--- src/rtl/sfs_pkg.sv ---
// shared types, widths and codes for the sprite frame sequencer
`default_nettype none

package sfs_pkg;

  // default sizing
  localparam int MaxFramesDef   = 256;
  localparam int MaxSheetDimDef = 4096;

  // field and internal widths
  localparam int ACT_W   = 3;
  localparam int TIME_W  = 32;
  localparam int TGT_W   = 8;
  localparam int FC_W    = 9;
  localparam int PER_W   = 31;
  localparam int DIM_W   = 13;
  localparam int FRM_W   = 10;
  localparam int POS_W   = 12;
  localparam int MODE_W  = 2;
  localparam int CIDX_W  = 3;
  localparam int CDATA_W = 32;

  // reset value of the period register
  localparam logic [PER_W-1:0] PERIOD_RST = PER_W'(2000);

  // action codes
  localparam logic [ACT_W-1:0] ACT_TICK    = 3'd0;
  localparam logic [ACT_W-1:0] ACT_PLAY    = 3'd1;
  localparam logic [ACT_W-1:0] ACT_PAUSE   = 3'd2;
  localparam logic [ACT_W-1:0] ACT_STOP    = 3'd3;
  localparam logic [ACT_W-1:0] ACT_GOTO    = 3'd4;
  localparam logic [ACT_W-1:0] ACT_RESTART = 3'd5;

  // run modes
  localparam logic [MODE_W-1:0] MODE_PLAY    = 2'd0;
  localparam logic [MODE_W-1:0] MODE_REVERSE = 2'd1;
  localparam logic [MODE_W-1:0] MODE_PAUSE   = 2'd2;
  localparam logic [MODE_W-1:0] MODE_STOP    = 2'd3;

  // configuration register indexes
  localparam logic [CIDX_W-1:0] REG_FRAME_COUNT  = 3'd0;
  localparam logic [CIDX_W-1:0] REG_PERIOD       = 3'd1;
  localparam logic [CIDX_W-1:0] REG_LOOP_ENABLE  = 3'd2;
  localparam logic [CIDX_W-1:0] REG_COLUMNS      = 3'd3;
  localparam logic [CIDX_W-1:0] REG_ROWS         = 3'd4;
  localparam logic [CIDX_W-1:0] REG_SHEET_WIDTH  = 3'd5;
  localparam logic [CIDX_W-1:0] REG_SHEET_HEIGHT = 3'd6;

  // input item
  typedef struct packed {
    logic [ACT_W-1:0]  action;
    logic [TIME_W-1:0] now_time;
    logic              direction;
    logic [TGT_W-1:0]  target_frame;
    logic              image_valid;
  } in_item_t;

  // result item
  typedef struct packed {
    logic [TGT_W-1:0]  frame_index;
    logic [POS_W-1:0]  cell_left;
    logic [POS_W-1:0]  cell_top;
    logic [DIM_W-1:0]  cell_width;
    logic [DIM_W-1:0]  cell_height;
    logic [MODE_W-1:0] run_mode;
    logic              stop_event;
    logic              image_loaded;
  } out_item_t;

endpackage

`default_nettype wire

--- src/rtl/sprite_frame_sequencer_unit.sv ---
// sprite sheet animation sequencer with a shared divider and multiplier
`default_nettype none

// channel  | signals                              | direction
// ---------+--------------------------------------+----------
// in       | in_valid_i, in_stall_o, in_item_i    | item in
// out      | out_valid_o, out_stall_i, out_item_o | item out
// cfg      | cfg_valid_i, cfg_ready_o, cfg_index_i, cfg_data_i | register write
//
// from accepting an item to loading its result: 3 x 13 divider steps
// (cell width, cell height, frame row/column), the left and top multiplies, 1 load;
// the input stalls until then, so a new item is taken only once the last result is loaded.
// reset puts the registers at their documented values and the sequencer idle.
// a stalled result holds in the output register while the next item runs;
// that item waits before its result load until the register is free.

module sprite_frame_sequencer_unit
  import sfs_pkg::*;
#(
  parameter int MAX_FRAMES    = MaxFramesDef,
  parameter int MAX_SHEET_DIM = MaxSheetDimDef
) (
  input  wire logic                clk_i,
  input  wire logic                rst_ni,
  input  wire logic                in_valid_i,
  output      logic                in_stall_o,
  input  wire in_item_t            in_item_i,
  output      logic                out_valid_o,
  input  wire logic                out_stall_i,
  output      out_item_t           out_item_o,
  input  wire logic                cfg_valid_i,
  output      logic                cfg_ready_o,
  input  wire logic [CIDX_W-1:0]   cfg_index_i,
  input  wire logic [CDATA_W-1:0]  cfg_data_i
);

  // sequencer states
  localparam logic [2:0] ST_IDLE = 3'd0;
  localparam logic [2:0] ST_DIVW = 3'd1;
  localparam logic [2:0] ST_DIVH = 3'd2;
  localparam logic [2:0] ST_DIVF = 3'd3;
  localparam logic [2:0] ST_MULL = 3'd4;
  localparam logic [2:0] ST_MULT = 3'd5;
  localparam logic [2:0] ST_DONE = 3'd6;

  localparam int CNT_W = $clog2(DIM_W);
  localparam int EXT_W = FRM_W + 1;
  localparam int PRD_W = FC_W + DIM_W;

  // configuration registers
  logic [FC_W-1:0]  frame_count_q;
  logic [PER_W-1:0] period_q;
  logic             loop_en_q;
  logic [FC_W-1:0]  columns_q;
  logic [FC_W-1:0]  rows_q;
  logic [DIM_W-1:0] sheet_w_q;
  logic [DIM_W-1:0] sheet_h_q;

  // sequencer state
  logic [MODE_W-1:0] mode_q, mode_d;
  logic [FRM_W-1:0]  cur_q, cur_d;
  logic [TIME_W-1:0] last_q, last_d;
  logic              img_q, img_d;
  logic              ev_q, ev_d;

  // control and datapath registers
  logic [2:0]       st_q;
  logic [CNT_W-1:0] cnt_q;
  logic [DIM_W-1:0] acc_q;
  logic [FC_W-1:0]  rem_q;
  logic [FC_W-1:0]  fidx_q, fidx_d;
  logic [DIM_W-1:0] cw_q, ch_q;
  logic [FC_W-1:0]  quo_q;
  logic [FC_W-1:0]  mod_q;
  logic [POS_W-1:0] left_q, top_q;
  logic             out_valid_q;
  out_item_t        out_q;

  logic in_acc;
  logic out_free;

  assign in_stall_o  = (st_q != ST_IDLE);
  assign in_acc      = in_valid_i && !in_stall_o;
  assign cfg_ready_o = 1'b1;
  assign out_valid_o = out_valid_q;
  assign out_item_o  = out_q;
  assign out_free    = !out_valid_q || !out_stall_i;

  // effective frame count, columns, rows and sheet dimensions
  logic [FC_W-1:0]  fc;
  logic [FC_W-1:0]  cols;
  logic [FC_W-1:0]  rws;
  logic [DIM_W-1:0] sw_sat, sh_sat;

  always_comb begin
    fc = (frame_count_q == '0) ? FC_W'(1) : frame_count_q;
    if (32'(fc) > 32'(MAX_FRAMES)) begin
      fc = FC_W'(MAX_FRAMES);
    end
    cols   = (columns_q == '0) ? FC_W'(1) : columns_q;
    rws    = (rows_q == '0) ? FC_W'(1) : rows_q;
    sw_sat = (32'(sheet_w_q) > 32'(MAX_SHEET_DIM)) ? DIM_W'(MAX_SHEET_DIM) : sheet_w_q;
    sh_sat = (32'(sheet_h_q) > 32'(MAX_SHEET_DIM)) ? DIM_W'(MAX_SHEET_DIM) : sheet_h_q;
  end

  // command decode and frame stepping
  logic [TIME_W-1:0]       dt;
  logic                    tick_due;
  logic signed [EXT_W-1:0] fc_ext, fcm1, cur_ext, nxt, cd;

  always_comb begin
    dt       = in_item_i.now_time - last_q;
    tick_due = $signed(dt) > $signed({1'b0, period_q});
    fc_ext   = $signed({2'b00, fc});
    fcm1     = fc_ext - EXT_W'(1);
    cur_ext  = $signed({cur_q[FRM_W-1], cur_q});
    nxt      = cur_ext;
    mode_d   = mode_q;
    cur_d    = cur_q;
    last_d   = last_q;
    img_d    = img_q;
    ev_d     = 1'b0;
    case (in_item_i.action)
      ACT_TICK: begin
        if (img_q && (mode_q == MODE_PLAY || mode_q == MODE_REVERSE) && tick_due) begin
          last_d = in_item_i.now_time;
          if (mode_q == MODE_PLAY) begin
            nxt = cur_ext + EXT_W'(1);
            if (nxt >= fc_ext) begin
              if (loop_en_q) begin
                nxt = '0;
              end else begin
                nxt    = fcm1;
                mode_d = MODE_STOP;
                ev_d   = 1'b1;
              end
            end
          end else begin
            nxt = cur_ext - EXT_W'(1);
            if (nxt < 0) begin
              if (loop_en_q) begin
                nxt = fcm1;
              end else begin
                nxt    = '0;
                mode_d = MODE_STOP;
                ev_d   = 1'b1;
              end
            end
          end
          cur_d = nxt[FRM_W-1:0];
        end
      end
      ACT_PLAY: begin
        mode_d = in_item_i.direction ? MODE_PLAY : MODE_REVERSE;
      end
      ACT_PAUSE: begin
        mode_d = MODE_PAUSE;
      end
      ACT_STOP: begin
        mode_d = MODE_STOP;
        cur_d  = '0;
      end
      ACT_GOTO: begin
        if ({1'b0, in_item_i.target_frame} < fc) begin
          mode_d = MODE_PAUSE;
          cur_d  = FRM_W'(in_item_i.target_frame);
        end
      end
      ACT_RESTART: begin
        mode_d = in_item_i.direction ? MODE_PLAY : MODE_REVERSE;
        cur_d  = in_item_i.direction ? '1 : FRM_W'(fc);
        img_d  = in_item_i.image_valid;
      end
      default: begin
      end
    endcase
    // clamp the displayed frame into range
    cd = $signed({cur_d[FRM_W-1], cur_d});
    if (cd < 0) begin
      cd = '0;
    end else if (cd > fcm1) begin
      cd = fcm1;
    end
    fidx_d = cd[FC_W-1:0];
  end

  // shared restoring divider, one quotient bit per cycle
  logic [FC_W-1:0]  dvs;
  logic [FC_W:0]    trial;
  logic             qbit;
  logic [FC_W-1:0]  rem_nxt;
  logic [DIM_W-1:0] acc_nxt;
  logic             div_last;

  always_comb begin
    dvs      = (st_q == ST_DIVH) ? rws : cols;
    trial    = {rem_q, acc_q[DIM_W-1]};
    qbit     = trial >= {1'b0, dvs};
    rem_nxt  = qbit ? FC_W'(trial - {1'b0, dvs}) : trial[FC_W-1:0];
    acc_nxt  = {acc_q[DIM_W-2:0], qbit};
    div_last = (cnt_q == CNT_W'(DIM_W - 1));
  end

  // shared multiplier with saturation to the pixel range
  logic [FC_W-1:0]  mul_a;
  logic [DIM_W-1:0] mul_b;
  logic [PRD_W-1:0] prod;
  logic [POS_W-1:0] prod_sat;

  always_comb begin
    mul_a    = (st_q == ST_MULL) ? mod_q : quo_q;
    mul_b    = (st_q == ST_MULL) ? cw_q : ch_q;
    prod     = PRD_W'(mul_a) * PRD_W'(mul_b);
    prod_sat = (prod > PRD_W'({POS_W{1'b1}})) ? '1 : prod[POS_W-1:0];
  end

  // configuration writes
  always_ff @(posedge clk_i or negedge rst_ni) begin
    if (!rst_ni) begin
      frame_count_q <= FC_W'(1);
      period_q      <= PERIOD_RST;
      loop_en_q     <= 1'b0;
      columns_q     <= FC_W'(1);
      rows_q        <= FC_W'(1);
      sheet_w_q     <= DIM_W'(1);
      sheet_h_q     <= DIM_W'(1);
    end else if (cfg_valid_i && cfg_ready_o) begin
      case (cfg_index_i)
        REG_FRAME_COUNT:  frame_count_q <= cfg_data_i[FC_W-1:0];
        REG_PERIOD:       period_q      <= cfg_data_i[PER_W-1:0];
        REG_LOOP_ENABLE:  loop_en_q     <= cfg_data_i[0];
        REG_COLUMNS:      columns_q     <= cfg_data_i[FC_W-1:0];
        REG_ROWS:         rows_q        <= cfg_data_i[FC_W-1:0];
        REG_SHEET_WIDTH:  sheet_w_q     <= cfg_data_i[DIM_W-1:0];
        REG_SHEET_HEIGHT: sheet_h_q     <= cfg_data_i[DIM_W-1:0];
        default: begin
        end
      endcase
    end
  end

  // animation state, updated once per accepted item
  always_ff @(posedge clk_i or negedge rst_ni) begin
    if (!rst_ni) begin
      mode_q <= MODE_PLAY;
      cur_q  <= '0;
      last_q <= '0;
      img_q  <= 1'b0;
      ev_q   <= 1'b0;
    end else if (in_acc) begin
      mode_q <= mode_d;
      cur_q  <= cur_d;
      last_q <= last_d;
      img_q  <= img_d;
      ev_q   <= ev_d;
    end
  end

  // result register valid flag
  always_ff @(posedge clk_i or negedge rst_ni) begin
    if (!rst_ni) begin
      out_valid_q <= 1'b0;
    end else if (st_q == ST_DONE && out_free) begin
      out_valid_q <= 1'b1;
    end else if (!out_stall_i) begin
      out_valid_q <= 1'b0;
    end
  end

  // sequencer control
  always_ff @(posedge clk_i or negedge rst_ni) begin
    if (!rst_ni) begin
      st_q  <= ST_IDLE;
      cnt_q <= '0;
    end else begin
      case (st_q)
        ST_IDLE: begin
          cnt_q <= '0;
          if (in_acc) begin
            st_q <= ST_DIVW;
          end
        end
        ST_DIVW, ST_DIVH, ST_DIVF: begin
          cnt_q <= div_last ? '0 : cnt_q + CNT_W'(1);
          if (div_last) begin
            st_q <= (st_q == ST_DIVW) ? ST_DIVH : (st_q == ST_DIVH) ? ST_DIVF : ST_MULL;
          end
        end
        ST_MULL: begin
          st_q <= ST_MULT;
        end
        ST_MULT: begin
          st_q <= ST_DONE;
        end
        ST_DONE: begin
          if (out_free) begin
            st_q <= ST_IDLE;
          end
        end
        default: begin
          st_q <= ST_IDLE;
        end
      endcase
    end
  end

  // divider, multiplier and result datapath
  always_ff @(posedge clk_i) begin
    case (st_q)
      ST_IDLE: begin
        if (in_acc) begin
          fidx_q <= fidx_d;
          acc_q  <= sw_sat;
          rem_q  <= '0;
        end
      end
      ST_DIVW: begin
        if (div_last) begin
          cw_q  <= acc_nxt;
          acc_q <= sh_sat;
          rem_q <= '0;
        end else begin
          acc_q <= acc_nxt;
          rem_q <= rem_nxt;
        end
      end
      ST_DIVH: begin
        if (div_last) begin
          ch_q  <= acc_nxt;
          acc_q <= DIM_W'(fidx_q);
          rem_q <= '0;
        end else begin
          acc_q <= acc_nxt;
          rem_q <= rem_nxt;
        end
      end
      ST_DIVF: begin
        acc_q <= acc_nxt;
        rem_q <= rem_nxt;
        if (div_last) begin
          quo_q <= acc_nxt[FC_W-1:0];
          mod_q <= rem_nxt;
        end
      end
      ST_MULL: begin
        left_q <= prod_sat;
      end
      ST_MULT: begin
        top_q <= prod_sat;
      end
      ST_DONE: begin
        if (out_free) begin
          out_q.frame_index  <= fidx_q[TGT_W-1:0];
          out_q.cell_left    <= left_q;
          out_q.cell_top     <= top_q;
          out_q.cell_width   <= cw_q;
          out_q.cell_height  <= ch_q;
          out_q.run_mode     <= mode_q;
          out_q.stop_event   <= ev_q;
          out_q.image_loaded <= img_q;
        end
      end
      default: begin
      end
    endcase
  end

endmodule

`default_nettype wire

--- config.mk ---
export PLATFORM = sky130hd
export DESIGN_NAME = sprite_frame_sequencer_unit
export DESIGN_NICKNAME = d
export VERILOG_FILES = /design/src/rtl/sfs_pkg.sv /design/src/rtl/sprite_frame_sequencer_unit.sv
export SDC_FILE = /design/constraint.sdc
export NUM_CORES = 1
export LEC_CHECK = 0
export ABC_AREA = 1
export BUFFER_PORTS_ARGS = -buffer_cell sky130_fd_sc_hd__buf_2
export CORE_MARGIN = 2
export CORE_UTILIZATION = 30
export DETAILED_ROUTE_END_ITERATION = 8
export HOLD_SLACK_MARGIN = 0.1
export SETUP_SLACK_MARGIN = 0.05
export SKIP_CTS_REPAIR_TIMING = 1
export SYNTH_ARGS = -nofsm -noshare
export SYNTH_HDL_FRONTEND = slang
export SYNTH_SLANG_ARGS = --single-unit
--- constraint.sdc ---
create_clock -name clk_i -period 9.28 [get_ports clk_i]
set_input_delay 0.928 -clock clk_i [delete_from_list [all_inputs] [get_ports clk_i]]
set_output_delay 0.928 -clock clk_i [all_outputs]
set_load 0.1 [all_outputs]
==> results.md <==
- Via/cell ratio: 4.640
- Cells after Synth: 2,222
- Rows: 94
- Reg2Reg Setup Slack: 1270 ps
- Pre-CTS WS: 1305 ps
- Via count: 15,120
- Hold path endpoint: out_item_o[31]$_DFFE_PP_
- Worst R2R End: top_q[11]$_DFFE_PP_
- Share of layout cells above drive strength 1: 12.48%
- Max incr delay on CP: 810 ps
- Largest net degree at the start of global routing: 88
- CP Class: register to register
- CTS buffer count: 35
- PortBufs: 147
- Final Cycle Share: 86.33%
- Reg2Reg Depth: 28
- First-pass GRT wire length: 79,620 um
- Fin crit period: 8012 ps
- FF-to-FF Start: st_q[2]$_DFFE_PN0P_
- Post-synthesis sequential area ratio: 41.88%
- Peak VDD IR: 0.0002645 V
- Core Region: 0.06575 mm^2
- Post-DP HPWL: 38,890 um
- Number of fill cells in the layout: 6,765
- Pre-antenna DRT Iters: 5
- Finished Layout Cells: 3,259
- Iter 0 DRT Violations: 1,069
- Worst hold path class: register to register
- Cell at the slowest stage of the critical path: o21ai_0
- Hold Crit Start: top_q[1]$_DFFE_PP_
- Starting Density: 30.24%
- Post-synth EDFFs: 161
- Area of the multi-input gates: 0.01003 mm^2
- Area Growth Syn to Fin: 14.40%
- RSZ-0062 raised after global routing: false
- DR WL/cell: 15.46 um
- Commonest non-fill, non-tap cell in the layout: nand2_1
- CP most frequent cell: inv_1
- Boundary Pins: 150
- Dpl cells: 3,200
- Die area: 0.06835 mm^2
- Yosys warnings: 0
- Clock root buffer: clkbuf_16
- Final WL: 50,380 um
- CTS Sinks: 300
- Outcome: finished clean
- FMAX: 124.8 MHz
- Design area: 0.02275 mm^2
- Power per cell area: 317.6 mW/mm^2
- Fin. Hold Viols: 0
- Library cells used by synthesis: 62
- Final #Nets: 2,682
- Initial antenna violation count: 1
- H-tree level count: 2
- DRC viols: 0
- Total grt overflow: 0
- Vias in the first global route: 14,620
- FF+latch count, synth: 300
- Clk_lat worst skew: 550 ps
- Final max-slew violation count: 0
- Clock Skews: 23.83 ps
- Crit-path max FO: 27
- Tightest Pin Transition: 1247 ps
- Avg Cell Area, Syn: 8.948 um^2
- Clock transition at path regs: 60 ps
- Leakage power: 10.62 nW
- Final setup margin: 1268 ps
- Clock buffer depth: 3
- FF+latch area: 0.008327 mm^2
- Setup TNS Final: 0 ps
- Relative slew slack: 16.88%
- WHS Path Cells: 0
- Critical Path AT: 8220 ps
- Tot Pwr: 0.007223 W
- Commonest cells after routing, fill and taps aside: nand2_1 (491), inv_1 (341), nor2_1 (167), edfxtp_1 (161), o21ai_0 (155)
- Area after DPL: 0.02163 mm^2
- Total track usage: 14.80%
- Critical Path Source Type: register
- Main flop type after synthesis: edfxtp_1
- Routed Antenna Nets: 0
- CP required: 9480 ps
- Die X: 261.4 um
- Routability cong.: 0.9281
- Max cap viols: 0
- Worst setup EP type: register
- ANT cells: 0
- Setup violators final: 0
- CTS tree: done
- Mapped Area: 0.01988 mm^2
- Asr flop ratio synth: 46.33%
- Die Span Y: 261.4 um
[report_power, final]
group / total (W) / switching, W / leakage (nW) / internal, W
clock network: 0.00138 / 0.000564 / 0.554 / 0.000813
logic: 0.00396 / 0.00257 / 6.98 / 0.00139
registers: 0.00188 / 0.000175 / 3.08 / 0.00171
[worst max path at each step]
stage                        startpoint                    to  cells after the start
CTS                 st_q[2]$_DFFE_PN0P_   top_q[11]$_DFFE_PP_                     28
detailed placement  st_q[0]$_DFFE_PN0P_   top_q[11]$_DFFE_PP_                     27
global placement    st_q[0]$_DFFE_PN0P_    top_q[0]$_DFFE_PP_                     29
finish              st_q[2]$_DFFE_PN0P_   top_q[11]$_DFFE_PP_                     28
global route        st_q[1]$_DFFE_PN0P_   top_q[11]$_DFFE_PP_                     29
floorplan           st_q[2]$_DFFE_PN0P_  left_q[10]$_DFFE_PP_                     26
[synth_stat cells, types with 16 or more instances]
| cell type | instances | share of area [%] |
|---|---|---|
| xnor2_1 | 16 | 0.70 |
| dfrtp_1 | 128 | 16 |
| nand3_1 | 78 | 2.0 |
| xor2_1 | 47 | 2.1 |
| inv_1 | 341 | 6.4 |
| fa_1 | 80 | 8.1 |
| nor3_1 | 20 | 0.50 |
| mux2_4 | 28 | 2.1 |
| nand4_1 | 31 | 0.98 |
| ha_1 | 144 | 9.1 |
| a21oi_1 | 131 | 3.3 |
| nand2_1 | 492 | 9.3 |
| edfxtp_1 | 161 | 24 |
| nor2_1 | 169 | 3.2 |
| clkbuf_1 | 37 | 0.70 |
| o21ai_0 | 155 | 3.9 |
[final cells by class]
class                   count  share of cell area, %
inverters                 350                  5.776
well taps                 864                  4.753
flip-flops and latches    300                  36.61
clock inverters            19                 0.9296
multi-input cells        1521                  44.10
repair buffers            165                  3.856
clock buffers              40                  3.977
[worst max-delay path: cells and delay by family (launching register included)]
kind            cells  cell delay (ps)
flops               1              460
buf+inv             8             1750
simple gates       10             1820
fa+ha+maj           5             2170
compound gates      5             1440
[per-stage QoR]
stage / hold WS [ps] / util (%)
floorplan: 400.3 / -
global placement: 404.0 / 32.90
detailed placement: 404.5 / 32.90
CTS: 418.5 / 34.60
global route: 427.4 / 34.60
finish: 418.1 / 34.60
[sequential cells by signal (all words and copies together), names as in the netlist, 3 cells and up]
register and count:
out_item_o 62, last_q 32, period_q 31, acc_q 13
ch_q 13, cw_q 13, sheet_h_q 13, sheet_w_q 13
left_q 12, top_q 12, cur_q 10, columns_q 9
fidx_q 9, frame_count_q 9, mod_q 9, quo_q 9
rem_q 9, rows_q 9, cnt_q 4, st_q 3
[per-layer routing]
| layer | global-route usage, % | routed length, um | part of all wire [%] | up-vias |
|---|---|---|---|---|
| met5 | 0 | 10 | 0.020 | - |
| met4 | 3.835 | 1030 | 2.0 | 2 |
| met3 | 2.439 | 2452 | 4.9 | 74 |
| met2 | 24.67 | 23500 | 47 | 342 |
| met1 | 19.94 | 23380 | 46 | 7090 |
| li1 | - | - | - | 7615 |
[kinds of logic (layout without fill, tap and decap cells)]
group                    after synthesis  count (layout)  synth area share [%]
flip-flops                           300             300                 41.88
adder cells (fa/ha/maj)              224             224                 17.12
AO/OA/AOI/OAI                        377             377                 10.92
AND/OR/NAND/NOR                      818             818                 16.92
XOR/XNOR                              63              63                 2.775
buffers and inverters                402             574                 7.784
multiplexers                          37              37                 2.586
other                                  1               2               0.01886
Power figures use the tool's default switching activity.
